<file path="src/design/dls_pkg.sv">
`default_nettype none

package dls_pkg;

    typedef enum logic
    {
        OP_START   = 1'b0,
        OP_ADVANCE = 1'b1
    } dls_op_t;

    localparam int SPACING_BITS = 8;
    localparam logic [SPACING_BITS-1:0] DOT_SPACING_RESET = 8'd4;

    // decoupling queue between front and back
    localparam int QUEUE_DEPTH = 4;
    localparam int QUEUE_PTR_BITS = 2;

endpackage

`default_nettype wire

</file>
<file path="src/design/dls_if.sv">
`default_nettype none

interface dls_in_if #(parameter int COORD_BITS = 12);
    logic                  valid;
    logic                  ready;
    logic                  command;
    logic [COORD_BITS-1:0] start_x;
    logic [COORD_BITS-1:0] start_y;
    logic [COORD_BITS-1:0] end_x;
    logic [COORD_BITS-1:0] end_y;

    modport source (output valid, command, start_x, start_y, end_x, end_y, input ready);
    modport sink (input valid, command, start_x, start_y, end_x, end_y, output ready);
endinterface

interface dls_out_if #(parameter int COORD_BITS = 12);
    logic                  valid;
    logic                  ready;
    logic                  pixel_valid;
    logic [COORD_BITS-1:0] pixel_x;
    logic [COORD_BITS-1:0] pixel_y;
    logic                  draw_mark;
    logic                  last_point;

    modport source (output valid, pixel_valid, pixel_x, pixel_y, draw_mark, last_point,
                    input ready);
    modport sink (input valid, pixel_valid, pixel_x, pixel_y, draw_mark, last_point,
                  output ready);
endinterface

interface dls_cfg_if;
    logic                               valid;
    logic                               ready;
    logic [dls_pkg::SPACING_BITS-1:0]   data;

    modport source (output valid, data, input ready);
    modport sink (input valid, data, output ready);
endinterface

`default_nettype wire

</file>
<file path="src/design/dls_front.sv">
`default_nettype none

module dls_front #(
    parameter int COORD_BITS = 12
) (
    dls_in_if.sink                  req,
    output logic                    push_valid,
    input  wire                     push_ready,
    output logic [7*COORD_BITS+4:0] push_data
);

    logic [COORD_BITS-1:0] delta_x;
    logic [COORD_BITS-1:0] delta_y;
    logic                  step_x_back;
    logic                  step_y_back;
    logic [COORD_BITS+1:0] error_init;
    logic                  is_start;

    assign is_start = (dls_pkg::dls_op_t'(req.command) == dls_pkg::OP_START);

    // line setup is stateless, so it is done here before queueing
    always_comb
    begin
        step_x_back = !(req.start_x < req.end_x);
        step_y_back = !(req.start_y < req.end_y);
        delta_x = step_x_back ? (req.start_x - req.end_x) : (req.end_x - req.start_x);
        delta_y = step_y_back ? (req.start_y - req.end_y) : (req.end_y - req.start_y);
        error_init = {2'b00, delta_x} - {2'b00, delta_y};
    end

    assign push_valid = req.valid;
    assign req.ready  = push_ready;
    assign push_data  = {!is_start, req.start_x, req.start_y, req.end_x, req.end_y,
                         delta_x, delta_y, step_x_back, step_y_back, error_init};

endmodule

`default_nettype wire

</file>
<file path="src/design/dls_queue.sv">
`default_nettype none

module dls_queue #(
    parameter int WIDTH = 89
) (
    input  wire               clk,
    input  wire               rst_n,
    input  wire               push_valid,
    output logic              push_ready,
    input  wire  [WIDTH-1:0]  push_data,
    output logic              pop_valid,
    input  wire               pop_ready,
    output logic [WIDTH-1:0]  pop_data
);

    localparam int PB = dls_pkg::QUEUE_PTR_BITS;

    logic [WIDTH-1:0] entry_reg [dls_pkg::QUEUE_DEPTH];
    logic [PB-1:0]    wr_ptr_reg;
    logic [PB-1:0]    wr_ptr_next;
    logic [PB-1:0]    rd_ptr_reg;
    logic [PB-1:0]    rd_ptr_next;
    logic [PB:0]      count_reg;
    logic [PB:0]      count_next;
    logic             do_push;
    logic             do_pop;

    assign push_ready = (count_reg != (PB+1)'(dls_pkg::QUEUE_DEPTH));
    assign pop_valid  = (count_reg != '0);
    assign pop_data   = entry_reg[rd_ptr_reg];
    assign do_push    = push_valid && push_ready;
    assign do_pop     = pop_valid && pop_ready;

    always_comb
    begin
        wr_ptr_next = do_push ? wr_ptr_reg + 1'b1 : wr_ptr_reg;
        rd_ptr_next = do_pop ? rd_ptr_reg + 1'b1 : rd_ptr_reg;
        count_next  = count_reg + (PB+1)'(do_push) - (PB+1)'(do_pop);
    end

    always_ff @(posedge clk or negedge rst_n)
    begin
        if (!rst_n)
        begin
            wr_ptr_reg <= '0;
            rd_ptr_reg <= '0;
            count_reg  <= '0;
        end
        else
        begin
            wr_ptr_reg <= wr_ptr_next;
            rd_ptr_reg <= rd_ptr_next;
            count_reg  <= count_next;
        end
    end

    always_ff @(posedge clk)
    begin
        if (do_push)
        begin
            entry_reg[wr_ptr_reg] <= push_data;
        end
    end

endmodule

`default_nettype wire

</file>
<file path="src/design/dls_exec.sv">
`default_nettype none

module dls_exec #(
    parameter int COORD_BITS = 12
) (
    input  wire                               clk,
    input  wire                               rst_n,
    input  wire                               pop_valid,
    output logic                              pop_ready,
    input  wire  [7*COORD_BITS+4:0]           pop_data,
    input  wire  [dls_pkg::SPACING_BITS-1:0]  dot_spacing,
    dls_out_if.source                         rsp
);

    localparam int W  = COORD_BITS;
    localparam int SB = dls_pkg::SPACING_BITS;

    // queue entry fields
    logic          op_bit;
    logic [W-1:0]  q_start_x;
    logic [W-1:0]  q_start_y;
    logic [W-1:0]  q_end_x;
    logic [W-1:0]  q_end_y;
    logic [W-1:0]  q_delta_x;
    logic [W-1:0]  q_delta_y;
    logic          q_step_x_back;
    logic          q_step_y_back;
    logic [W+1:0]  q_error;

    assign {op_bit, q_start_x, q_start_y, q_end_x, q_end_y, q_delta_x, q_delta_y,
            q_step_x_back, q_step_y_back, q_error} = pop_data;

    // line state
    logic [W-1:0]   cur_x_reg, cur_x_next;
    logic [W-1:0]   cur_y_reg, cur_y_next;
    logic [W-1:0]   goal_x_reg, goal_x_next;
    logic [W-1:0]   goal_y_reg, goal_y_next;
    logic [W-1:0]   delta_x_reg, delta_x_next;
    logic [W-1:0]   delta_y_reg, delta_y_next;
    logic           step_x_back_reg, step_x_back_next;
    logic           step_y_back_reg, step_y_back_next;
    logic [W+1:0]   error_reg, error_next;
    logic [SB-1:0]  dot_count_reg, dot_count_next;
    logic           line_active_reg, line_active_next;

    // output register
    logic           rsp_valid_reg;
    logic           pixel_valid_reg, pixel_valid_next;
    logic [W-1:0]   pixel_x_reg;
    logic [W-1:0]   pixel_y_reg;
    logic           draw_mark_reg, draw_mark_next;
    logic           last_point_reg, last_point_next;

    logic                 do_item;
    logic                 is_start;
    logic signed [W+2:0]  e2;
    logic signed [W+2:0]  dx_ext;
    logic signed [W+2:0]  dy_ext;
    logic                 move_x;
    logic                 move_y;
    logic [SB-1:0]        spacing;
    logic [SB-1:0]        count_base;
    logic [SB:0]          count_inc;

    assign pop_ready = !rsp_valid_reg || rsp.ready;
    assign do_item   = pop_valid && pop_ready;
    assign is_start  = (dls_pkg::dls_op_t'(op_bit) == dls_pkg::OP_START);

    assign e2     = $signed({error_reg, 1'b0});
    assign dx_ext = $signed({3'b000, delta_x_reg});
    assign dy_ext = $signed({3'b000, delta_y_reg});
    assign move_x = (e2 > -dy_ext);
    assign move_y = (e2 < dx_ext);

    assign spacing = (dot_spacing == '0) ? SB'(1) : dot_spacing;

    always_comb
    begin
        cur_x_next       = cur_x_reg;
        cur_y_next       = cur_y_reg;
        goal_x_next      = goal_x_reg;
        goal_y_next      = goal_y_reg;
        delta_x_next     = delta_x_reg;
        delta_y_next     = delta_y_reg;
        step_x_back_next = step_x_back_reg;
        step_y_back_next = step_y_back_reg;
        error_next       = error_reg;
        dot_count_next   = dot_count_reg;
        line_active_next = line_active_reg;
        pixel_valid_next = 1'b0;
        draw_mark_next   = 1'b0;
        last_point_next  = 1'b0;
        count_base       = '0;
        count_inc        = '0;

        if (is_start || line_active_reg)
        begin
            if (is_start)
            begin
                cur_x_next       = q_start_x;
                cur_y_next       = q_start_y;
                goal_x_next      = q_end_x;
                goal_y_next      = q_end_y;
                delta_x_next     = q_delta_x;
                delta_y_next     = q_delta_y;
                step_x_back_next = q_step_x_back;
                step_y_back_next = q_step_y_back;
                error_next       = q_error;
                count_base       = '0;
            end
            else
            begin
                error_next = error_reg - (move_x ? {2'b00, delta_y_reg} : '0)
                                       + (move_y ? {2'b00, delta_x_reg} : '0);
                if (move_x)
                begin
                    cur_x_next = step_x_back_reg ? cur_x_reg - 1'b1 : cur_x_reg + 1'b1;
                end
                if (move_y)
                begin
                    cur_y_next = step_y_back_reg ? cur_y_reg - 1'b1 : cur_y_reg + 1'b1;
                end
                // a lowered spacing takes effect at once
                count_base = (dot_count_reg >= spacing) ? '0 : dot_count_reg;
            end
            draw_mark_next   = (count_base == '0);
            count_inc        = {1'b0, count_base} + 1'b1;
            dot_count_next   = (count_inc >= {1'b0, spacing}) ? '0 : count_inc[SB-1:0];
            last_point_next  = (cur_x_next == goal_x_next) && (cur_y_next == goal_y_next);
            line_active_next = !last_point_next;
            pixel_valid_next = 1'b1;
        end
    end

    always_ff @(posedge clk or negedge rst_n)
    begin
        if (!rst_n)
        begin
            line_active_reg <= 1'b0;
            dot_count_reg   <= '0;
            rsp_valid_reg   <= 1'b0;
        end
        else
        begin
            if (do_item)
            begin
                line_active_reg <= line_active_next;
                dot_count_reg   <= dot_count_next;
            end
            if (pop_ready)
            begin
                rsp_valid_reg <= pop_valid;
            end
        end
    end

    always_ff @(posedge clk)
    begin
        if (do_item)
        begin
            cur_x_reg       <= cur_x_next;
            cur_y_reg       <= cur_y_next;
            goal_x_reg      <= goal_x_next;
            goal_y_reg      <= goal_y_next;
            delta_x_reg     <= delta_x_next;
            delta_y_reg     <= delta_y_next;
            step_x_back_reg <= step_x_back_next;
            step_y_back_reg <= step_y_back_next;
            error_reg       <= error_next;
            pixel_valid_reg <= pixel_valid_next;
            pixel_x_reg     <= pixel_valid_next ? cur_x_next : '0;
            pixel_y_reg     <= pixel_valid_next ? cur_y_next : '0;
            draw_mark_reg   <= draw_mark_next;
            last_point_reg  <= last_point_next;
        end
    end

    assign rsp.valid       = rsp_valid_reg;
    assign rsp.pixel_valid = pixel_valid_reg;
    assign rsp.pixel_x     = pixel_x_reg;
    assign rsp.pixel_y     = pixel_y_reg;
    assign rsp.draw_mark   = draw_mark_reg;
    assign rsp.last_point  = last_point_reg;

endmodule

`default_nettype wire

</file>
<file path="src/design/dotted_line_stepper.sv">
// Dotted Bresenham line stepper for all octants. A start transfer on req loads both
// endpoints and returns the first point, always marked; each advance transfer returns the
// next pixel with a draw mark (one pixel in dot_spacing, zero acting as one) and a last
// mark at the end point, after which the block is idle and advances return a result with
// pixel_valid clear. Throughput is one item per clock when rsp is not stalled: the front does
// the line setup and writes a four-entry queue, and the back runs the error update and dot
// counter for each item into an output register, so a req transfer reaches rsp through the
// queue entry and then the output register. The queue lets req keep taking items while a
// result waits on rsp. dot_spacing is written through cfg, always ready.
`default_nettype none

module dotted_line_stepper #(
    parameter int COORD_BITS = 12
) (
    input  wire        clk,
    input  wire        rst_n,
    dls_in_if.sink     req,
    dls_out_if.source  rsp,
    dls_cfg_if.sink    cfg
);

    localparam int ENTRY_BITS = 7*COORD_BITS + 5;

    logic                              push_valid;
    logic                              push_ready;
    logic [ENTRY_BITS-1:0]             push_data;
    logic                              pop_valid;
    logic                              pop_ready;
    logic [ENTRY_BITS-1:0]             pop_data;
    logic [dls_pkg::SPACING_BITS-1:0]  dot_spacing_reg;

    assign cfg.ready = 1'b1;

    always_ff @(posedge clk or negedge rst_n)
    begin
        if (!rst_n)
        begin
            dot_spacing_reg <= dls_pkg::DOT_SPACING_RESET;
        end
        else if (cfg.valid)
        begin
            dot_spacing_reg <= cfg.data;
        end
    end

    dls_front #(.COORD_BITS(COORD_BITS)) u_front (
        .req        (req),
        .push_valid (push_valid),
        .push_ready (push_ready),
        .push_data  (push_data)
    );

    dls_queue #(.WIDTH(ENTRY_BITS)) u_queue (
        .clk        (clk),
        .rst_n      (rst_n),
        .push_valid (push_valid),
        .push_ready (push_ready),
        .push_data  (push_data),
        .pop_valid  (pop_valid),
        .pop_ready  (pop_ready),
        .pop_data   (pop_data)
    );

    dls_exec #(.COORD_BITS(COORD_BITS)) u_exec (
        .clk         (clk),
        .rst_n       (rst_n),
        .pop_valid   (pop_valid),
        .pop_ready   (pop_ready),
        .pop_data    (pop_data),
        .dot_spacing (dot_spacing_reg),
        .rsp         (rsp)
    );

    // an idle advance carries no point and no marks
    assert property (@(posedge clk) disable iff (!rst_n)
        rsp.valid && !rsp.pixel_valid |->
            !rsp.draw_mark && !rsp.last_point && rsp.pixel_x == '0 && rsp.pixel_y == '0)
    else $error("idle result carries point data");

    // the end point is only flagged on a real point
    assert property (@(posedge clk) disable iff (!rst_n)
        rsp.valid && rsp.last_point |-> rsp.pixel_valid)
    else $error("last mark without a point");

    // a stalled result stays on rsp until it is taken
    assert property (@(posedge clk) disable iff (!rst_n)
        rsp.valid && !rsp.ready |=> rsp.valid)
    else $error("pending result dropped");

endmodule

`default_nettype wire
</file>
<file path="src/flat_wrapper.sv">
// flat-port wrapper written by rule: the top's interface ports become plain ports
module dotted_line_stepper_flat 
#(
    parameter int COORD_BITS = 12
)
  (clk, rst_n, req_valid, req_command, req_start_x, req_start_y, req_end_x, req_end_y, req_ready, rsp_valid, rsp_pixel_valid, rsp_pixel_x, rsp_pixel_y, rsp_draw_mark, rsp_last_point, rsp_ready, cfg_valid, cfg_data, cfg_ready);
  dls_in_if #(.COORD_BITS(COORD_BITS)) req_i ();
  dls_out_if #(.COORD_BITS(COORD_BITS)) rsp_i ();
  dls_cfg_if cfg_i ();
  input  wire clk;
  input  wire rst_n;
  input wire logic [$bits(req_i.valid)-1:0] req_valid;
  input wire logic [$bits(req_i.command)-1:0] req_command;
  input wire logic [$bits(req_i.start_x)-1:0] req_start_x;
  input wire logic [$bits(req_i.start_y)-1:0] req_start_y;
  input wire logic [$bits(req_i.end_x)-1:0] req_end_x;
  input wire logic [$bits(req_i.end_y)-1:0] req_end_y;
  output wire logic [$bits(req_i.ready)-1:0] req_ready;
  output wire logic [$bits(rsp_i.valid)-1:0] rsp_valid;
  output wire logic [$bits(rsp_i.pixel_valid)-1:0] rsp_pixel_valid;
  output wire logic [$bits(rsp_i.pixel_x)-1:0] rsp_pixel_x;
  output wire logic [$bits(rsp_i.pixel_y)-1:0] rsp_pixel_y;
  output wire logic [$bits(rsp_i.draw_mark)-1:0] rsp_draw_mark;
  output wire logic [$bits(rsp_i.last_point)-1:0] rsp_last_point;
  input wire logic [$bits(rsp_i.ready)-1:0] rsp_ready;
  input wire logic [$bits(cfg_i.valid)-1:0] cfg_valid;
  input wire logic [$bits(cfg_i.data)-1:0] cfg_data;
  output wire logic [$bits(cfg_i.ready)-1:0] cfg_ready;
  assign req_i.valid = req_valid;
  assign req_i.command = req_command;
  assign req_i.start_x = req_start_x;
  assign req_i.start_y = req_start_y;
  assign req_i.end_x = req_end_x;
  assign req_i.end_y = req_end_y;
  assign req_ready = req_i.ready;
  assign rsp_valid = rsp_i.valid;
  assign rsp_pixel_valid = rsp_i.pixel_valid;
  assign rsp_pixel_x = rsp_i.pixel_x;
  assign rsp_pixel_y = rsp_i.pixel_y;
  assign rsp_draw_mark = rsp_i.draw_mark;
  assign rsp_last_point = rsp_i.last_point;
  assign rsp_i.ready = rsp_ready;
  assign cfg_i.valid = cfg_valid;
  assign cfg_i.data = cfg_data;
  assign cfg_ready = cfg_i.ready;
  dotted_line_stepper #(.COORD_BITS(COORD_BITS)) u_core (.clk(clk), .rst_n(rst_n), .req(req_i), .rsp(rsp_i), .cfg(cfg_i));
endmodule
</file>
<file path="config.mk">
export PLATFORM = sky130hd
export DESIGN_NAME = dotted_line_stepper_flat
export DESIGN_NICKNAME = d
export VERILOG_FILES = /design/src/design/dls_pkg.sv /design/src/design/dls_if.sv /design/src/design/dls_front.sv /design/src/design/dls_queue.sv /design/src/design/dls_exec.sv /design/src/design/dotted_line_stepper.sv /design/src/flat_wrapper.sv
export SDC_FILE = /design/constraint.sdc
export NUM_CORES = 1
export LEC_CHECK = 0
export ABC_AREA = 1
export BUFFER_PORTS_ARGS = -buffer_cell sky130_fd_sc_hd__buf_2
export CAP_MARGIN = 20
export CORE_AREA = 2 2 275 195
export CTS_CLUSTER_SIZE = 10
export DETAILED_ROUTE_END_ITERATION = 16
export DIE_AREA = 0 0 277 197
export PLACE_DENSITY_LB_ADDON = 0.25
export SKIP_LAST_GASP = 1
export SLEW_MARGIN = 15
export SYNTH_ARGS = -nofsm -noshare
export SYNTH_HDL_FRONTEND = slang
export SYNTH_SLANG_ARGS = --single-unit
export TNS_END_PERCENT = 100
</file>
<file path="constraint.sdc">
create_clock -name clk -period 6.9 [get_ports clk]
set_clock_uncertainty 0.15 [all_clocks]
set_input_delay 1.38 -clock clk [delete_from_list [all_inputs] [get_ports clk]]
set_output_delay 1.38 -clock clk [all_outputs]
set_load 0.005 [all_outputs]
</file>
=== Word level (Yosys, flattened, before mapping) ===
Memories as Yosys holds them, arrays and structs flattened.
Cells that the tools add are included.

* Output and inout bits: 30
* Memories: 1
* Bits of input ports: 62
* Logic and storage cells: 90
* Register bits: 140
* Bits in writable memories: 356

* Equality and inequality tests: 3
* Magnitude comparators: 6
* Muxes and demuxes: 27
* Bitwise logic cells: 1
* Add/subtract/negate cells: 17
* Reduce and logical (&&, ||, !) cells: 14

{| class="wikitable"
|+ Memory list
! name !! words !! width !! read ports !! clocked after memory_dff !! write ports !! RTL line !! RTL
|-
| u_core.u_queue.entry_reg || 4 || 89 || 1 || 0 || 1 || dls_queue.sv:18 || <nowiki>logic [WIDTH-1:0] entry_reg [dls_pkg::QUEUE_DEPTH];</nowiki>
|}

{| class="wikitable"
|+ Operator list
! kind !! count
|-
| $mux 12 || 18
|-
| $sub 12x12->12 || 4
|-
| $mux 8 || 5
|-
| $add 12x1->12 const B || 2
|-
| $eq 12x12->1 || 2
|-
| $lt 12x12->1 || 2
|-
| $sub 12x1->12 const B || 2
|-
| $logic_not 8->1 || 2
|-
| $gt 15x15->1 || 1
|-
| $lt 15x13->1 || 1
|-
| $neg 12->15 || 1
|-
| $add 14x12->14 || 1
|-
| $mux 14 || 1
|-
| $sub 14x12->14 || 1
|-
| $sub 12x12->13 || 1
|-
| $add 8x1->9 const B || 1
|-
| $ge 9x8->1 || 1
|-
| $ge 8x8->1 || 1
|-
| $add 2x1->2 const B || 2
|-
| $logic_not 1->1 || 4
|-
| $add 3x1->3 || 1
|-
| $logic_and 1x1->1 || 3
|-
| $mux 1 || 3
|-
| $ne 3x3->1 const B || 1
|-
| other kinds (6) || 7
|}

=== Logic depth before layout (Yosys ltp) ===
Gate-level depths: netlist of the first run.

* Depth after elaboration: 9
* Depth in mapped cells: 35
* Gate-level depth less buffers: 34

=== Modules after synthesis ===
A second synthesis of the first run with hierarchy kept.

* Cell total of the unflattened synthesis: 3107
* Area, all modules: 28133.2 µm²

{| class="wikitable"
|+ Modules (own cells, without submodules)
! module !! area an instance (µm²) !! sequential area each (µm²) !! cells an instance !! instances
|-
| dls_queue || 14375.0 || 10865.4 || 1185 || 1
|-
| dls_exec || 9461.6 || 3703.6 || 1177 || 1
|-
| dls_front || 3978.8 || 0.0 || 709 || 1
|-
| dotted_line_stepper || 317.8 || 201.4 || 36 || 1
|}

=== Worst setup path after synthesis of the first run ===
No wires, ideal clock.

* Path type: input-to-reg
* From: input port rsp_ready
* To: register u_core.u_exec.delta_x_reg[0] (enable)
* Path buffers: 0
* Stages: 4
* Slack: 0.600 ns
* Setup time: 0.409 ns
* Data arrival time: 5.741 ns
* Required time: 6.341 ns
* Cells stage by stage: nor2_1 -> a31oi_1 -> inv_1 -> nor2_1

* Longest elaborated chain between the ends: 3

{| class="wikitable"
|+ RTL lines
! item !! RTL line !! RTL
|-
| from (decl) || flat_wrapper.sv:25 || <nowiki>input wire logic [$bits(rsp_i.ready)-1:0] rsp_ready;</nowiki>
|-
| $logic_or 1x1->1 || dls_exec.sv:65 || <nowiki>assign pop_ready = !rsp_valid_reg || rsp.ready;</nowiki>
|-
| $logic_and 1x1->1 || dls_exec.sv:66 || <nowiki>assign do_item = pop_valid && pop_ready;</nowiki>
|-
| named net u_core.u_exec.do_item || dls_exec.sv:54 || <nowiki>logic do_item;</nowiki>
|-
| $reduce_and 3->1 (no source line) || - ||
|-
| to (signal assigned) || dls_exec.sv:165 || <nowiki>delta_x_reg <= delta_x_next;</nowiki>
|-
| to (decl) || dls_exec.sv:38 || <nowiki>logic [W-1:0] delta_x_reg, delta_x_next;</nowiki>
|}

The timed path passes the listed nets, and every way through them passes these cells.
A chain may end at the register's enable or synchronous reset.

=== Worst setup path after layout of the first run ===
* From: register u_core.u_exec.delta_y_reg[2]
* To: register u_core.u_exec.error_reg[12], data pin

* Longest elaborated chain between the ends: 6

{| class="wikitable"
|+ RTL lines
! item !! RTL line !! RTL
|-
| from (decl) || dls_exec.sv:39 || <nowiki>logic [W-1:0] delta_y_reg, delta_y_next;</nowiki>
|-
| from (signal assigned) || dls_exec.sv:166 || <nowiki>delta_y_reg <= delta_y_next;</nowiki>
|-
| $neg 12->15 || dls_exec.sv:72 || <nowiki>assign move_x = (e2 > -dy_ext);</nowiki>
|-
| $gt 15x15->1 || dls_exec.sv:72 ||
|-
| $mux 12 * || dls_exec.sv:113 || <nowiki>error_next = error_reg - (move_x ? {2'b00, delta_y_reg} : '0)</nowiki>
|-
| $sub 14x12->14 * || dls_exec.sv:113 ||
|-
| $add 14x12->14 * || dls_exec.sv:114 || <nowiki>+ (move_y ? {2'b00, delta_x_reg} : '0);</nowiki>
|-
| $mux 14 * || dls_exec.sv:98 || <nowiki>if (is_start)</nowiki>
|-
| to (signal assigned) || dls_exec.sv:169 || <nowiki>error_reg <= error_next;</nowiki>
|-
| to (decl) || dls_exec.sv:42 || <nowiki>logic [W+1:0] error_reg, error_next;</nowiki>
|}

Mark *: on every way between the ends. The rest lies on a longest branch, timed or not.

==> results.rst, run 1 <==
.. list-table::
   :header-rows: 1

   * - Metric
     - Value
   * - Status
     - finished, final reports clean
   * - Mux contribution to synthesized area
     - 0
   * - Total number of vias
     - 18,680
   * - Comb pwr share
     - 0.508
   * - CTS Sinks
     - 492
   * - Sequential group share of total power
     - 0.324
   * - Worst IR Drop VDD
     - 236.4 uV
   * - Worst path slowest cell
     - sky130_fd_sc_hd__fa_1
   * - Power density of the placed cells
     - 559.2 nW/um^2
   * - Placed wire-length estimate after detailed placement
     - 47,370 um
   * - Post-DR wirelength/cell
     - 20.48 um
   * - DRC violations left
     - 0
   * - Synth-to-Final Area Change
     - 10.62%
   * - Critical path required time
     - 7.10 ns
   * - Mean instance size in the synthesized netlist
     - 10.05 um^2
   * - Top_reg_cell synth
     - sky130_fd_sc_hd__edfxtp_1
   * - DIE WIDTH
     - 277 um
   * - Number of buffers inserted by port buffering
     - 90
   * - Effective utilization at floorplan
     - 0.4965
   * - WL final
     - 68,440 um
   * - Part of the total power dissipated in the clock network
     - 0.168
   * - Global Route Usage Sum
     - 0.2526
   * - Max-Cap Viols
     - 0
   * - Transition time of the tightest slew-check pin
     - 0.9478 ns
   * - Number of global-route vias before repair
     - 17,430
   * - Area fraction in compound gates after synthesis
     - 0.1096
   * - Buffers from clock root to sink, at most
     - 3
   * - Count of instances resized after the clock tree is built
     - 0
   * - Residual overflow from global routing
     - 0
   * - TritonCTS clock tree
     - done
   * - Xor-xnor portion of the synthesized cell area
     - 0.02790
   * - Critical Path Fanout Max
     - 13
   * - Count of mapped cells out of synthesis
     - 2,562
   * - Adder-cell area share of the yosys netlist
     - 0.08506
   * - CP dominant cell by count
     - sky130_fd_sc_hd__nand2_1
   * - Setup slack of the critical path after layout
     - 0.6395 ns
   * - Clock input transition at the sequential cells of the worst setup and hold paths
     - 0.06 ns
   * - Total core area
     - 51,850 um^2
   * - Buffer count from post-CTS setup fixing
     - 0
   * - DR iter-0 viols
     - 1,981
   * - Global-route wire length before repair
     - 104,900 um
   * - Final Critical Period
     - 6.261 ns
   * - Commonest cells after routing, fill and taps aside
     - 477 x sky130_fd_sc_hd__nand2_1, 467 x sky130_fd_sc_hd__edfxtp_1, 298 x sky130_fd_sc_hd__inv_1, 289 x sky130_fd_sc_hd__nor2_1, 268 x sky130_fd_sc_hd__o21ai_0
   * - Antenna violations before repair
     - 4
   * - Flip-flop count of the largest register, all copies and words added
     - 352
   * - Layout filler cell count
     - 4,556
   * - Pin count of the biggest net entering global routing
     - 87
   * - Clock Tree Root
     - sky130_fd_sc_hd__clkbuf_16
   * - Count of warnings emitted by yosys
     - 0
   * - Simple-Gate Fraction of Synth Area
     - 0.1469
   * - Area enclosed by the die boundary
     - 54,570 um^2
   * - Rel. slew slack
     - 0.3681
   * - Max Fclk
     - 159.7 MHz
   * - Area used by multi-input combinational logic
     - 9583 um^2
   * - Die Y-Extent
     - 197 um
   * - Hold bufs inserted after CTS
     - 0
   * - Number of distinct library cells after synthesis
     - 53
   * - Final antenna-violating net count
     - 0
   * - Clock insertion delay at the later pin of the skew report
     - 0.63 ns
   * - CTS buffer count
     - 56
   * - Worst min path class
     - register to register
   * - Number of top-level design ports
     - 92
   * - Switching power
     - 7.160 mW
   * - Fraction of the cycle the final worst path needs
     - 0.9073
   * - Area of the mapped netlist
     - 25,740 um^2
   * - Pre-CTS WS
     - 0.4625 ns
   * - H-Tree Depth
     - 2
   * - Sequential fraction of the synthesis area
     - 0.5691
   * - Count of endpoints failing hold in the final timing report
     - 0
   * - Final setup viols
     - 0
   * - Async set-reset flop share out of synthesis
     - 0.05081
   * - Slew Viols, Final
     - 0
   * - Net Sw Frac
     - 0.4497
   * - Count of standard-cell rows
     - 70
   * - Combinational family with the most area after synthesis
     - simple AND/OR/NAND/NOR gates
   * - Share of cells above drive strength 1
     - 0.08170
   * - Most frequent standard cell in the layout excluding fill and tap cells
     - sky130_fd_sc_hd__nand2_1
   * - Static Leak
     - 11.82 nW
   * - Endpoint type of the worst setup path
     - register
   * - Area of all sequential standard cells
     - 14,660 um^2
   * - Post-synth net total
     - 2,787
   * - Internal power
     - 8.762 mW
   * - Via count normalized by instance count
     - 5.590
   * - Post-synth EDFFs
     - 467
   * - CP Launch Type
     - register
   * - Type of the setup path with the least slack
     - register to register
   * - Total Power
     - 15.92 mW
   * - Routability congestion estimate from global placement
     - 0.8930
   * - Arrival time worst endpoint
     - 6.47 ns
   * - #FFs+latches synth
     - 492
   * - Final net count
     - 2,858
   * - Number of optimization iterations in the first detailed-route pass
     - 6
   * - Max incr delay on CP
     - 0.51 ns
-- power by group through the flow --
stage,logic [mW],registers [mW],clock network (mW)
global placement,7.81,5.18,0
CTS,8.02,5.15,2.73
detailed placement,7.96,5.20,0
floorplan,5.57,5.07,0
finish,8.09,5.16,2.68
global route,9.08,5.23,2.84
-- cells by family (layout without fill, tap and decap cells) --
logic type / Yosys count / after routing
other cells: 1 / 2
flops: 492 / 492
buf+inv: 404 / 498
simple gates: 925 / 925
fa+ha+maj: 163 / 163
xor+xnor: 82 / 82
compound gates: 495 / 495
-- synthesized netlist by cell type (11+ instances only) --
library cell	count	area [um^2]
sky130_fd_sc_hd__a21oi_1	91	455.4
sky130_fd_sc_hd__buf_2	19	95.09
sky130_fd_sc_hd__clkbuf_1	69	259.0
sky130_fd_sc_hd__dfrtp_1	24	600.6
sky130_fd_sc_hd__edfxtp_1	467	14020
sky130_fd_sc_hd__fa_1	20	400.4
sky130_fd_sc_hd__ha_1	143	1789
sky130_fd_sc_hd__inv_1	300	1126
sky130_fd_sc_hd__nand2_1	478	1794
sky130_fd_sc_hd__nand3_1	89	445.4
sky130_fd_sc_hd__nand3b_1	13	97.59
sky130_fd_sc_hd__nand4_1	22	137.6
sky130_fd_sc_hd__nor2_1	295	1107
sky130_fd_sc_hd__nor3_1	11	55.05
sky130_fd_sc_hd__o21ai_0	268	1341
sky130_fd_sc_hd__o21bai_1	11	82.58
sky130_fd_sc_hd__o221ai_1	23	201.4
sky130_fd_sc_hd__o22ai_1	63	394.1
sky130_fd_sc_hd__xnor2_1	21	183.9
sky130_fd_sc_hd__xor2_1	61	534.3
-- path summary, 6_finish.rpt --
kind / slack, ns / cells after the start / from / to
worst max-delay path: 0.64 / 29 / u_core.u_exec.delta_y_reg[2] / u_core.u_exec.error_reg[12]
worst min-delay path: 0.35 / 2 / u_core.u_exec.dot_count_reg[0] / u_core.u_exec.dot_count_reg[0]
worst max register to register: 0.64 / 29 / u_core.u_exec.delta_y_reg[2] / u_core.u_exec.error_reg[12]
worst min register to register: 0.35 / 2 / u_core.u_exec.dot_count_reg[0] / u_core.u_exec.dot_count_reg[0]
max in group asynchronous: 5.41 / 1 / rst_n / u_core.u_queue.rd_ptr_reg[0]
min in group asynchronous: 0.64 / 1 / rst_n / u_core.u_exec.line_active_reg
-- critical path, delay by kind of cell, from the launching register on --
| family | cells | cell delay (ns) |
|---|---|---|
| xor gates and xnor gates | 1 | 0.14 |
| DFF | 1 | 0.42 |
| buffers and inverters | 1 | 0.05 |
| and+or+nand+nor | 17 | 2.63 |
| AOI/OAI and AO/OA | 7 | 1.40 |
| adders and majority gates | 3 | 1.23 |
-- cell type report --
cell class | instances | area share
Multi-Input combinational cell | 1666 | 0.3365
Sequential cell | 492 | 0.5147
Timing Repair Buffer | 113 | 0.02276
Inverter | 304 | 0.04016
Tap cell | 684 | 0.03006
Clock inverter | 6 | 0.003296
Antenna cell | 1 | 0.00008788
Clock buffer | 75 | 0.05242
-- metal layers --
layer | vias to the layer above | global-route usage | wire length (um)
met3 | 74 | 0.03805 | 6001
met2 | 742 | 0.3570 | 27690
met4 | 0 | 0.05878 | 1128
met1 | 8965 | 0.4054 | 33620
met5 | - | 0 | 0
li1 | 8896 | - | -
-- stage by stage --
stage	instances	cell area (um^2)	setup TNS (ns)	utilization	hold slack, ns
floorplan	2562	25740	0	-	0.2996
global placement	3258	26860	0	0.5180	0.3302
detailed placement	3258	26860	0	0.5180	0.3339
CTS	3339	28440	0	0.5486	0.3471
global route	3341	28470	-0.01061	0.5492	0.3989
finish	3341	28470	0	0.5492	0.3474
No activity file was read; power rests on OpenSTA's default activity.
==> run 2, diff against run 1 <==
--- a/config.mk
+++ b/config.mk
@@ -13,6 +13,7 @@
 export DETAILED_ROUTE_END_ITERATION = 16
 export DIE_AREA = 0 0 277 197
 export PLACE_DENSITY_LB_ADDON = 0.25
+export RECOVER_POWER = 50
 export SKIP_LAST_GASP = 1
 export SLEW_MARGIN = 15
 export SYNTH_ARGS = -nofsm -noshare
==> results.rst, run 2 (synthesis gave the netlist of run 1 again) <==
.. list-table::
   :header-rows: 1

   * - Metric
     - Value
   * - Pre-CTS WS
     - 0.4625 ns
   * - Total core area
     - 51,850 um^2
   * - WL final
     - 68,620 um
   * - Status
     - finished, violations left
   * - Post-DR wirelength/cell
     - 20.54 um
   * - Net Sw Frac
     - 0.4502
   * - Internal power
     - 8.756 mW
   * - Arrival time worst endpoint
     - 6.46 ns
   * - Share of cells above drive strength 1
     - 0.05233
   * - Clock insertion delay at the later pin of the skew report
     - 0.63 ns
   * - Most frequent standard cell in the layout excluding fill and tap cells
     - sky130_fd_sc_hd__nand2_1
   * - Static Leak
     - 11.60 nW
   * - Final total negative setup slack
     - 0 ns
   * - Transition time of the tightest slew-check pin
     - 3.930 ns
   * - Switching power
     - 7.171 mW
   * - Count of standard-cell rows
     - 70
   * - Die Y-Extent
     - 197 um
   * - Number of global-route vias before repair
     - 17,430
   * - Slew Viols, Final
     - 354
   * - Setup slack of the critical path after layout
     - 0.6448 ns
   * - Worst min path class
     - register to register
   * - Antenna violations before repair
     - 4
   * - Max-Cap Viols
     - 9
   * - TritonCTS clock tree
     - done
   * - Failing checks
     - max-capacitance violations, max-slew violations
   * - Final antenna-violating net count
     - 0
   * - Synth-to-Final Area Change
     - 9.969%
   * - Critical Path Fanout Max
     - 13
   * - Sequential group share of total power
     - 0.326
   * - Worst IR Drop VDD
     - 237.6 uV
   * - Buffers from clock root to sink, at most
     - 3
   * - Effective utilization at floorplan
     - 0.4965
   * - Design Area, Final
     - 28,310 um^2
   * - Max incr delay on CP
     - 0.51 ns
   * - H-Tree Depth
     - 2
   * - Critical path required time
     - 7.10 ns
   * - CP dominant cell by count
     - sky130_fd_sc_hd__nand2_1
   * - Global Route Usage Sum
     - 0.2526
   * - Fraction of the cycle the final worst path needs
     - 0.9066
   * - Total number of vias
     - 18,720
   * - Clock Tree Root
     - sky130_fd_sc_hd__clkbuf_16
   * - Placed wire-length estimate after detailed placement
     - 47,370 um
   * - Number of optimization iterations in the first detailed-route pass
     - 6
   * - Max Fclk
     - 159.9 MHz
   * - Number of top-level design ports
     - 92
   * - Pin count of the biggest net entering global routing
     - 87
   * - Final Critical Period
     - 6.255 ns
   * - Area enclosed by the die boundary
     - 54,570 um^2
   * - Type of the setup path with the least slack
     - register to register
   * - Final setup viols
     - 0
   * - Commonest cells after routing, fill and taps aside
     - 477 x sky130_fd_sc_hd__nand2_1, 467 x sky130_fd_sc_hd__edfxtp_1, 298 x sky130_fd_sc_hd__inv_1, 293 x sky130_fd_sc_hd__nor2_1, 268 x sky130_fd_sc_hd__o21ai_0
   * - Via count normalized by instance count
     - 5.604
   * - Flip-flop count of the largest register, all copies and words added
     - 352
   * - Clock input transition at the sequential cells of the worst setup and hold paths
     - 0.06 ns
   * - Layout filler cell count
     - 4,598
   * - Hold bufs inserted after CTS
     - 0
   * - DIE WIDTH
     - 277 um
   * - CP Launch Type
     - register
   * - Rel. slew slack
     - -1.620
   * - Global-route wire length before repair
     - 104,900 um
   * - Residual overflow from global routing
     - 0
   * - CTS buffer count
     - 56
   * - Number of buffers inserted by port buffering
     - 90
   * - Power density of the placed cells
     - 562.6 nW/um^2
   * - DRC violations left
     - 0
   * - Worst path slowest cell
     - sky130_fd_sc_hd__fa_1
   * - Part of the total power dissipated in the clock network
     - 0.169
   * - Post-DP Area
     - 26,860 um^2
   * - Endpoint type of the worst setup path
     - register
   * - Routability congestion estimate from global placement
     - 0.8930
   * - DR iter-0 viols
     - 1,892
   * - Final net count
     - 2,858
   * - Count of endpoints failing hold in the final timing report
     - 0
   * - Comb pwr share
     - 0.506
   * - CTS Sinks
     - 492
## run 2: path summary, 6_finish.rpt
path / startpoint / endpoint / slack, ns / depth (start not counted)
max in group asynchronous: rst_n / u_core.u_queue.rd_ptr_reg[1] / 4.50 / 1
min in group asynchronous: rst_n / u_core.u_exec.line_active_reg / 1.02 / 1
hold / removal: u_core.u_exec.dot_count_reg[0] / u_core.u_exec.dot_count_reg[0] / 0.35 / 2
setup reg to reg: u_core.u_exec.delta_y_reg[2] / u_core.u_exec.error_reg[12] / 0.64 / 29
hold reg to reg: u_core.u_exec.dot_count_reg[0] / u_core.u_exec.dot_count_reg[0] / 0.35 / 2
setup / recovery: u_core.u_exec.delta_y_reg[2] / u_core.u_exec.error_reg[12] / 0.64 / 29
## run 2: timing repair
action                     CTS  global route
hold endpoints to repair     0             0
setup buffers                0             0
gates resized for setup      0             1
setup endpoints to repair    0             1
## run 2: layer usage
layer	vias to the layer above	GRT usage	wire (um)
li1	8895	-	-
met1	9001	0.4054	33640
met2	750	0.3570	27840
met3	76	0.03805	6003
met4	0	0.05878	1136
met5	-	0	0
## run 2: cell type report
class | instances | area (um^2) | share of cell area
inverter | 304 | 1144 | 0.04040
tap | 684 | 855.8 | 0.03023
sequential | 492 | 14650 | 0.5176
antenna | 1 | 2.502 | 0.00008840
clock inverter | 6 | 93.84 | 0.003315
multi-input combinational | 1666 | 9553 | 0.3375
clock buffer | 75 | 1493 | 0.05273
timing repair buffer | 113 | 514.2 | 0.01817
## run 2: critical path: cells and delay by family, from the launching register on
kind,cells,cell delay [ns]
AOI/OAI and AO/OA,7,1.41
xor gates and xnor gates,1,0.14
adders and majority gates,3,1.22
buffers and inverters,1,0.06
DFF,1,0.42
and+or+nand+nor,17,2.59
## run 2: through the flow
step	hold slack (ns)	power, mW	std cells	utilization
2_1_floorplan	0.2996	10.64	2562	-
3_3_place_gp	0.3302	13.00	3258	0.5180
3_5_place_dp	0.3339	13.16	3258	0.5180
4_1_cts	0.3471	15.90	3339	0.5486
5_1_grt	0.3989	17.14	3341	0.5459
6_report	0.3496	15.93	3341	0.5459
## run 2: power by group through the flow
stage          registers (mW)  clock network [mW]  logic (mW)
3_5_place_dp             5.20                   0        7.96
3_3_place_gp             5.18                   0        7.81
2_1_floorplan            5.07                   0        5.57
6_report                 5.18                2.69        8.06
5_1_grt                  5.26                2.84        9.03
4_1_cts                  5.15                2.73        8.02
